`src/hdl/proxy_pdu_reassembler_top_macros.svh`:
```
// ----------------------------------------------------------------------------
// Proxy PDU reassembler assertion macros
// Shared concurrent assertion forms, clocked on clk and disabled in rst.
// ----------------------------------------------------------------------------
`ifndef PROXY_PDU_REASSEMBLER_TOP_MACROS_SVH
`define PROXY_PDU_REASSEMBLER_TOP_MACROS_SVH

// same-cycle implication
`define PPR_ASSERT_IMP(lbl, ante, cons) \
  lbl: assert property (@(posedge clk) disable iff (rst) (ante) |-> (cons)) \
    else $error("ppr assertion failed");

// next-cycle implication
`define PPR_ASSERT_NXT(lbl, ante, cons) \
  lbl: assert property (@(posedge clk) disable iff (rst) (ante) |=> (cons)) \
    else $error("ppr assertion failed");

`endif

```
`src/hdl/ppr_pkg.sv`:
```
// ----------------------------------------------------------------------------
// ppr_pkg
// Header codes and fixed constants of the proxy PDU reassembler.
// ----------------------------------------------------------------------------
package ppr_pkg;

  localparam logic [1:0] SAR_COMPLETE = 2'd0;
  localparam logic [1:0] SAR_FIRST    = 2'd1;
  localparam logic [1:0] SAR_CONTINUE = 2'd2;
  localparam logic [1:0] SAR_LAST     = 2'd3;

  localparam logic [5:0] HDR_TYPE_MASK = 6'h3F;
  localparam logic [5:0] TYPE_PROV     = 6'd3;
  localparam int         HDR_SAR_SHIFT = 6;

  // command queue between front and back
  localparam int QUEUE_DEPTH = 4;
  localparam int QUEUE_AW    = 2;

endpackage

```
`src/hdl/ppr_front.sv`:
```
// ----------------------------------------------------------------------------
// ppr_front
// Parses segment headers, tracks segment room and commit length, and issues
// store-write / deliver commands to the back end.
// ----------------------------------------------------------------------------
module ppr_front #(
  parameter  int BUF_DEPTH = 64,
  localparam int AW        = (BUF_DEPTH > 1) ? $clog2(BUF_DEPTH) : 1,
  localparam int LW        = $clog2(BUF_DEPTH + 1),
  localparam int CMD_W     = 2 + 2 * AW + 8 + LW
) (
  input  logic                  clk,
  input  logic                  rst,
  input  logic                  in_valid,
  output logic                  in_ready,
  input  logic [7:0]            rx_byte,
  input  logic                  seg_end,
  input  logic                  q_full,
  output logic                  q_push,
  output logic [CMD_W-1:0]      q_data
);

  typedef struct packed {
    logic          wr;
    logic [AW-1:0] addr;
    logic [7:0]    data;
    logic          dlv;
    logic [AW-1:0] start;
    logic [LW-1:0] len;
  } cmd_t;

  logic          expect_header;
  logic [1:0]    sar_code;
  logic          type_ok;
  logic [LW-1:0] committed_len;
  logic [LW-1:0] seg_count;
  logic          seg_overflow;

  logic [LW-1:0] committed_len_next;
  logic [LW-1:0] seg_count_next;
  logic          seg_overflow_next;

  logic [1:0]    sar_e;
  logic          tok_e;
  logic [LW-1:0] cnt_e;
  logic          ovf_e;
  logic [LW:0]   wr_pos;
  logic [LW:0]   sum_len;
  logic          accept;
  cmd_t          cmd;

  assign in_ready = !q_full;
  assign accept   = in_valid && in_ready;

  always_comb begin
    sar_e  = expect_header ? rx_byte[7:ppr_pkg::HDR_SAR_SHIFT] : sar_code;
    tok_e  = expect_header ? ((rx_byte[5:0] & ppr_pkg::HDR_TYPE_MASK) == ppr_pkg::TYPE_PROV)
                           : type_ok;
    cnt_e  = expect_header ? '0 : seg_count;
    ovf_e  = expect_header ? 1'b0 : seg_overflow;
    wr_pos = (sar_e == ppr_pkg::SAR_FIRST) ? {1'b0, cnt_e}
                                           : {1'b0, committed_len} + {1'b0, cnt_e};
    cmd       = '0;
    cmd.data  = rx_byte;
    cmd.addr  = wr_pos[AW-1:0];
    committed_len_next = committed_len;

    if (!expect_header && type_ok && !seg_overflow) begin
      if (wr_pos < (LW + 1)'(BUF_DEPTH)) begin
        cmd.wr = 1'b1;
        cnt_e  = seg_count + LW'(1);
      end else begin
        ovf_e = 1'b1;
      end
    end

    sum_len = {1'b0, committed_len} + {1'b0, cnt_e};

    if (seg_end && tok_e) begin
      if (ovf_e) begin
        // a dropped first segment has already clobbered the message
        if (sar_e == ppr_pkg::SAR_FIRST) committed_len_next = '0;
      end else begin
        case (sar_e)
          ppr_pkg::SAR_COMPLETE: begin
            cmd.dlv   = 1'b1;
            cmd.start = committed_len[AW-1:0];
            cmd.len   = cnt_e;
          end
          ppr_pkg::SAR_FIRST: committed_len_next = cnt_e;
          ppr_pkg::SAR_CONTINUE: committed_len_next = sum_len[LW-1:0];
          ppr_pkg::SAR_LAST: begin
            cmd.dlv   = 1'b1;
            cmd.start = '0;
            cmd.len   = sum_len[LW-1:0];
            committed_len_next = '0;
          end
          default: committed_len_next = committed_len;
        endcase
      end
    end

    seg_count_next    = seg_end ? '0 : cnt_e;
    seg_overflow_next = seg_end ? 1'b0 : ovf_e;
  end

  assign q_push = accept && (cmd.wr || cmd.dlv);
  assign q_data = cmd;

  always_ff @(posedge clk) begin
    if (rst) begin
      expect_header <= 1'b1;
      sar_code      <= ppr_pkg::SAR_COMPLETE;
      type_ok       <= 1'b0;
      committed_len <= '0;
      seg_count     <= '0;
      seg_overflow  <= 1'b0;
    end else if (accept) begin
      expect_header <= seg_end;
      sar_code      <= sar_e;
      type_ok       <= tok_e;
      committed_len <= committed_len_next;
      seg_count     <= seg_count_next;
      seg_overflow  <= seg_overflow_next;
    end
  end

endmodule

```
`src/hdl/ppr_cmdq.sv`:
```
// ----------------------------------------------------------------------------
// ppr_cmdq
// Small command FIFO decoupling the parser from the store / delivery side.
// ----------------------------------------------------------------------------
module ppr_cmdq #(
  parameter int CMD_W = 32
) (
  input  logic             clk,
  input  logic             rst,
  input  logic             push,
  input  logic [CMD_W-1:0] push_data,
  output logic             full,
  input  logic             pop,
  output logic             not_empty,
  output logic [CMD_W-1:0] pop_data
);

  logic [CMD_W-1:0]            slots [ppr_pkg::QUEUE_DEPTH];
  logic [ppr_pkg::QUEUE_AW-1:0] wr_ptr;
  logic [ppr_pkg::QUEUE_AW-1:0] rd_ptr;
  logic [ppr_pkg::QUEUE_AW:0]   count;

  assign full      = (count == (ppr_pkg::QUEUE_AW + 1)'(ppr_pkg::QUEUE_DEPTH));
  assign not_empty = (count != '0);
  assign pop_data  = slots[rd_ptr];

  always_ff @(posedge clk) begin
    if (rst) begin
      wr_ptr <= '0;
      rd_ptr <= '0;
      count  <= '0;
    end else begin
      if (push) wr_ptr <= wr_ptr + ppr_pkg::QUEUE_AW'(1);
      if (pop)  rd_ptr <= rd_ptr + ppr_pkg::QUEUE_AW'(1);
      case ({push, pop})
        2'b10:   count <= count + (ppr_pkg::QUEUE_AW + 1)'(1);
        2'b01:   count <= count - (ppr_pkg::QUEUE_AW + 1)'(1);
        default: count <= count;
      endcase
    end
  end

  always_ff @(posedge clk) begin
    if (push) slots[wr_ptr] <= push_data;
  end

endmodule

```
`src/hdl/ppr_back.sv`:
```
// ----------------------------------------------------------------------------
// ppr_back
// Owns the assembly store: applies byte writes and streams delivered
// messages out, one beat per cycle while the receiver is ready, through the registered read port.
// ----------------------------------------------------------------------------
`include "proxy_pdu_reassembler_top_macros.svh"

module ppr_back #(
  parameter  int BUF_DEPTH = 64,
  localparam int AW        = (BUF_DEPTH > 1) ? $clog2(BUF_DEPTH) : 1,
  localparam int LW        = $clog2(BUF_DEPTH + 1),
  localparam int CMD_W     = 2 + 2 * AW + 8 + LW
) (
  input  logic             clk,
  input  logic             rst,
  input  logic             cmd_valid,
  input  logic [CMD_W-1:0] cmd_data,
  output logic             cmd_pop,
  output logic             out_valid,
  input  logic             out_ready,
  output logic [7:0]       msg_byte,
  output logic             msg_last,
  output logic             msg_empty
);

  localparam logic [1:0] ST_IDLE = 2'd0;
  localparam logic [1:0] ST_DATA = 2'd1;
  localparam logic [1:0] ST_NULL = 2'd2;

  typedef struct packed {
    logic          wr;
    logic [AW-1:0] addr;
    logic [7:0]    data;
    logic          dlv;
    logic [AW-1:0] start;
    logic [LW-1:0] len;
  } cmd_t;

  logic [7:0]    store [BUF_DEPTH];
  logic [1:0]    st;
  logic [AW-1:0] rd_addr;
  logic [LW-1:0] remain;
  logic [7:0]    rd_q;
  logic          last_q;
  logic          empty_q;
  logic          slot_free;
  logic          emit;
  cmd_t          c;

  assign c         = cmd_data;
  assign cmd_pop   = (st == ST_IDLE) && cmd_valid;
  assign slot_free = !out_valid || out_ready;
  assign emit      = slot_free && ((st == ST_DATA) || (st == ST_NULL));

  assign msg_byte  = empty_q ? 8'h00 : rd_q;
  assign msg_last  = last_q;
  assign msg_empty = empty_q;

  always_ff @(posedge clk) begin
    if (rst) begin
      st        <= ST_IDLE;
      out_valid <= 1'b0;
      rd_addr   <= '0;
      remain    <= '0;
    end else begin
      if (emit) begin
        out_valid <= 1'b1;
      end else if (out_ready) begin
        out_valid <= 1'b0;
      end
      case (st)
        ST_IDLE: begin
          if (cmd_pop && c.dlv) begin
            rd_addr <= c.start;
            remain  <= c.len;
            st      <= (c.len == '0) ? ST_NULL : ST_DATA;
          end
        end
        ST_DATA: begin
          if (slot_free) begin
            rd_addr   <= rd_addr + AW'(1);
            remain    <= remain - LW'(1);
            if (remain == LW'(1)) st <= ST_IDLE;
          end
        end
        ST_NULL: begin
          if (slot_free) begin
            st        <= ST_IDLE;
          end
        end
        default: st <= ST_IDLE;
      endcase
    end
  end

  // store port and output payload register
  always_ff @(posedge clk) begin
    if (cmd_pop && c.wr) store[c.addr] <= c.data;
    if (st == ST_DATA && slot_free) begin
      rd_q    <= store[rd_addr];
      last_q  <= (remain == LW'(1));
      empty_q <= 1'b0;
    end else if (st == ST_NULL && slot_free) begin
      last_q  <= 1'b1;
      empty_q <= 1'b1;
    end
  end

  `PPR_ASSERT_IMP(a_data_remain, st == ST_DATA, remain != '0)
  `PPR_ASSERT_IMP(a_empty_last, out_valid && msg_empty, msg_last)
  `PPR_ASSERT_NXT(a_dlv_enter, cmd_pop && c.dlv && (c.len != '0), st == ST_DATA)
  `PPR_ASSERT_NXT(a_stream_emit, st == ST_DATA && slot_free, out_valid && !msg_empty)

endmodule

```
`src/hdl/proxy_pdu_reassembler_top.sv`:
```
// Proxy PDU reassembler: takes segment bytes one beat per cycle (header byte
// first, seg_end on the last byte), keeps provisioning (type 3) payloads in a
// BUF_DEPTH-byte store and delivers each finished message as a run of beats
// with msg_last on the final one; an empty message is one beat with msg_empty
// set. Input beats are taken at one per cycle while the four-entry command
// queue has room. A delivered message occupies the store's single read port
// while it streams out, during which store writes queue up behind it and the
// input stalls once the queue fills. No clearing pass is needed after reset.
// ----------------------------------------------------------------------------
// proxy_pdu_reassembler_top
// Front parser, command queue and store/delivery back end.
// ----------------------------------------------------------------------------
module proxy_pdu_reassembler_top #(
  parameter int BUF_DEPTH = 64
) (
  input  logic       clk,
  input  logic       rst,
  input  logic       in_valid,
  output logic       in_ready,
  input  logic [7:0] rx_byte,
  input  logic       seg_end,
  output logic       out_valid,
  input  logic       out_ready,
  output logic [7:0] msg_byte,
  output logic       msg_last,
  output logic       msg_empty
);

  localparam int AW    = (BUF_DEPTH > 1) ? $clog2(BUF_DEPTH) : 1;
  localparam int LW    = $clog2(BUF_DEPTH + 1);
  localparam int CMD_W = 2 + 2 * AW + 8 + LW;

  logic             q_push;
  logic             q_full;
  logic             q_pop;
  logic             q_not_empty;
  logic [CMD_W-1:0] q_in;
  logic [CMD_W-1:0] q_out;

  ppr_front #(.BUF_DEPTH(BUF_DEPTH)) u_front (
    .clk      (clk),
    .rst      (rst),
    .in_valid (in_valid),
    .in_ready (in_ready),
    .rx_byte  (rx_byte),
    .seg_end  (seg_end),
    .q_full   (q_full),
    .q_push   (q_push),
    .q_data   (q_in)
  );

  ppr_cmdq #(.CMD_W(CMD_W)) u_cmdq (
    .clk       (clk),
    .rst       (rst),
    .push      (q_push),
    .push_data (q_in),
    .full      (q_full),
    .pop       (q_pop),
    .not_empty (q_not_empty),
    .pop_data  (q_out)
  );

  ppr_back #(.BUF_DEPTH(BUF_DEPTH)) u_back (
    .clk       (clk),
    .rst       (rst),
    .cmd_valid (q_not_empty),
    .cmd_data  (q_out),
    .cmd_pop   (q_pop),
    .out_valid (out_valid),
    .out_ready (out_ready),
    .msg_byte  (msg_byte),
    .msg_last  (msg_last),
    .msg_empty (msg_empty)
  );

endmodule

```
`config.mk`:
```
export PLATFORM = sky130hd
export DESIGN_NAME = proxy_pdu_reassembler_top
export DESIGN_NICKNAME = d
export VERILOG_FILES = /design/src/hdl/ppr_pkg.sv /design/src/hdl/ppr_front.sv /design/src/hdl/ppr_cmdq.sv /design/src/hdl/ppr_back.sv /design/src/hdl/proxy_pdu_reassembler_top.sv
export VERILOG_INCLUDE_DIRS = /design/src /design/src/hdl
export SDC_FILE = /design/constraint.sdc
export NUM_CORES = 1
export LEC_CHECK = 0
export BUFFER_PORTS_ARGS = -buffer_cell sky130_fd_sc_hd__buf_2
export CAP_MARGIN = 20
export CELL_PAD_IN_SITES_DETAIL_PLACEMENT = 1
export CELL_PAD_IN_SITES_GLOBAL_PLACEMENT = 1
export CORE_ASPECT_RATIO = 0.5
export CORE_MARGIN = 1
export CORE_UTILIZATION = 38
export DETAILED_ROUTE_END_ITERATION = 16
export GPL_ROUTABILITY_DRIVEN = 0
export MAX_ROUTING_LAYER = met4
export PLACE_DENSITY = 0.59
export SYNTH_ARGS = -nofsm -noshare
export SYNTH_HDL_FRONTEND = slang
export SYNTH_HIERARCHICAL = 1
export SYNTH_SLANG_ARGS = --single-unit
```
`constraint.sdc`:
```
create_clock -name clk -period 7.2 [get_ports clk]
set_input_delay 2.16 -clock clk [delete_from_list [all_inputs] [get_ports clk]]
set_output_delay 2.16 -clock clk [all_outputs]
set_load 0.01 [all_outputs]
```
==> run metrics <==
die width 388.6 um; Sequential Power Share 0.499; Max Cap Viol 0; worst slack, placed 0.4830 ns; Final Hold Vio Count 0; fin area 31340 um2; critical path data required time 7.58 ns; Max Fclk 0.1634 GHz; final setup fails 0; Port Buffers 24; number of synthesized register bits 682; Routed Wire Length 69830 um; Rows 70; sequential area share after synthesis 0.7055; first-iteration detailed-routing DRC count 1112; worst-path fanout max 14; final slew viol count 0; CTS tree done; P per Cell Area 292.3 nW/um2; I/O Pins 25; root buffer cell clkbuf_16; GR Util All Layers 0.1920; Clock Sinks 682; Post-DP HPWL 43960 um; Syn Area/Cell 17.03 um2; CORE AREA 73480 um2; pin slew with the least headroom to its limit 1.048 ns; Die ar. 75880 um2; setup TNS 0 ns; Pint 6.765 mW; Overall Power 9.160 mW; clock buffer depth 3; Routed Antenna Nets 0; number of flops mapped to enable cells by yosys 637; Yosys cell types 79; Mapped Cells 1667; Crit. End Element flop; setup ws final 1.081 ns; Storage cell area 20040 um2; Skew-Pair Late Insertion Delay 0.61 ns; Area Growth Syn to Fin 10.37%; Layout Cells excl Fill 2710; Max H-tree Level 3; placed cell count 2591; global route overflow 0; initial core utilization 0.3864; drc violations 0; Async S/R FF share, synth 0; Comb pwr share 0.147; outcome finished, final reports clean; post-detailed-placement cell area 29350 um2; Clk pin slew, worst setup/hold paths 0.06 ns; Filler cells 7104; crit path kind primary input to flop; Synth Flop Type edfxtp_1; number of global-route vias before repair 16040; Inserted Clock Buffers 66; largest net degree at the start of global routing 88; initial antenna violation count 1; Cell Area, Synth 28390 um2; Avg WL per Cell 25.77 um; Sw Share 0.2614; via count 15200; DRT Pass-1 Iters 5; post-CTS setup buffers 0; Worst Setup Start Kind primary input; layout cells sized above 1 0.1618; first-pass GRT wire length 105100 um; Clock power frac 0.354; leakage 9.467 nW; Synth Net Count 1708; footprint of the multi-input gates 7617 um2; via-per-instance ratio 5.610; Post-CTS Hold Fix Bufs 0; minimum clock period 6.119 ns; Hold Path Class flop to flop; slew margin rel. 0.2997; WP data arrival 6.50 ns; Final #Nets 1729; Die Ht 195.3 um; clk_skew 0.02222 ns; post-cts resize count 0; unrepaired setup endpoints after global routing no; synth warn 6; VDD IR max 0.1699 mV; period utilization 0.8498; R2R setup slack 1.74 ns; switching power 2.394 mW
==> metrics by stage <==
step | hold WS (ns) | util
finish | 0.4774 | 0.4264
global route | 0.5035 | 0.4264
CTS | 0.4775 | 0.4262
detailed placement | 0.4689 | 0.3994
global placement | 0.4589 | 0.3991
floorplan | 0.4406 | -
==> flip-flops by register name, indices dropped and copies added, names as in the netlist, 2 cells and up, named ones only <==
signal / flops
u_back/rd_q: 8
u_back/rd_addr: 6
u_front/seg_count: 7
u_cmdq/wr_ptr: 2
u_cmdq/slots: 116
u_front/sar_code: 2
u_cmdq/rd_ptr: 2
u_front/committed_len: 7
u_back/st: 2
u_back/remain: 7
u_back/store: 512
u_cmdq/count: 3
==> cell usage in the layout (no fill, tap or decap), drive strengths merged, types with 25 or more instances in the layout <==
master,count
edfxtp,637
mux4,117
o21ai,36
ha,26
clkbuf,85
nor2b,25
nor2,133
nand2,56
buf,53
inv,37
mux2i,101
a21oi,48
dfxtp,45
==> critical path, stage by stage <==
cell	delay, ns
buf_2	0.13
mux2i_1	0.30
inv_1	0.12
ha_1	0.41
nor3_1	0.23
o2111ai_1	0.16
nor2_1	0.18
mux2i_1	0.10
buf_4	0.21
a41o_1	0.25
nor2_1	0.21
inv_1	0.07
ha_1	0.20
inv_1	0.08
fa_1	0.22
nor2b_1	0.06
o21a_1	0.18
o21ai_0	0.21
nor3b_1	0.30
nor3_1	0.14
a211o_1	0.29
a31oi_1	0.27
==> power groups by stage <==
| stage | combinational [mW] | sequential, mW | clock [mW] |
|---|---|---|---|
| 2_1_floorplan | 0.980 | 4.55 | 0 |
| 3_3_place_gp | 1.32 | 4.65 | 0 |
| 3_5_place_dp | 1.35 | 4.66 | 0 |
| 4_1_cts | 1.36 | 4.57 | 3.35 |
| 5_1_grt | 1.43 | 4.58 | 3.47 |
| 6_report | 1.34 | 4.57 | 3.25 |
==> final cells by class <==
| class | instances | area share |
|---|---|---|
| multi-input cells | 851 | 0.2431 |
| repair buffers | 54 | 0.01166 |
| inverters | 33 | 0.003953 |
| well taps | 972 | 0.03881 |
| clock buffers | 85 | 0.05566 |
| flip-flops and latches | 682 | 0.6395 |
| clock inverters | 32 | 0.007267 |
| diodes | 1 | 0.00007986 |
==> cells in the mapped netlist, types with 4 or more instances <==
library cell,count,area [um2]
and2_1,10,62.56
ha_1,26,325.3
nor2_1,133,499.2
dfxtp_1,45,900.9
a221oi_1,13,113.9
a211oi_1,20,150.1
nor2b_1,25,156.4
nand4_1,5,31.28
and3_1,15,93.84
edfxtp_1,637,19130
inv_1,32,120.1
nand3b_1,14,105.1
clkbuf_1,38,142.6
o22ai_1,22,137.6
mux2_2,5,56.30
mux2i_1,101,1011
buf_6,8,90.09
xnor2_1,13,113.9
buf_1,6,22.52
nand2_1,56,210.2
mux4_2,116,2613
or2_2,4,25.02
nor3_1,17,85.08
a31oi_1,5,31.28
a2111oi_0,17,148.9
o211ai_1,16,120.1
o21ai_1,8,40.04
a21oi_1,48,240.2
a22oi_1,6,45.04
nand2b_1,19,118.9
nand3_1,20,100.1
buf_2,19,95.09
xor2_1,4,35.03
buf_4,26,195.2
a22o_1,7,61.31
o221ai_1,8,70.07
or3_1,8,50.05
o21ai_0,28,140.1
==> layer usage <==
layer	vias to the layer above	routed length, um	GRT usage
met3	112	3673	0.03539
met2	359	32880	0.2981
met5	-	0	-
li1	6675	-	-
met4	0	1661	0.04977
met1	8058	31610	0.2610
==> path summary, 6_finish.rpt <==
check                                                        start                             to  cells past startpoint
worst max-delay path                                    rx_byte[6]   u_cmdq/slots[3][6]$_DFFE_PP_                     22
worst min-delay path                 u_back/remain[1]$_SDFFE_PP0P_  u_back/remain[1]$_SDFFE_PP0P_                      2
worst max register to register  u_front/expect_header$_SDFFE_PP1P_   u_cmdq/slots[3][6]$_DFFE_PP_                     22
worst min register to register       u_back/remain[1]$_SDFFE_PP0P_  u_back/remain[1]$_SDFFE_PP0P_                      2
==> logic make-up after synthesis <==
| logic type | count (synthesis) | share of synthesized area |
|---|---|---|
| buf+inv | 134 | 0.02622 |
| compound gates | 243 | 0.06143 |
| fa+ha+maj | 28 | 0.01287 |
| xor+xnor | 17 | 0.005244 |
| simple gates | 339 | 0.05769 |
| mux | 224 | 0.1311 |
| flops | 682 | 0.7055 |
No activity file was read; power rests on OpenSTA's default activity.
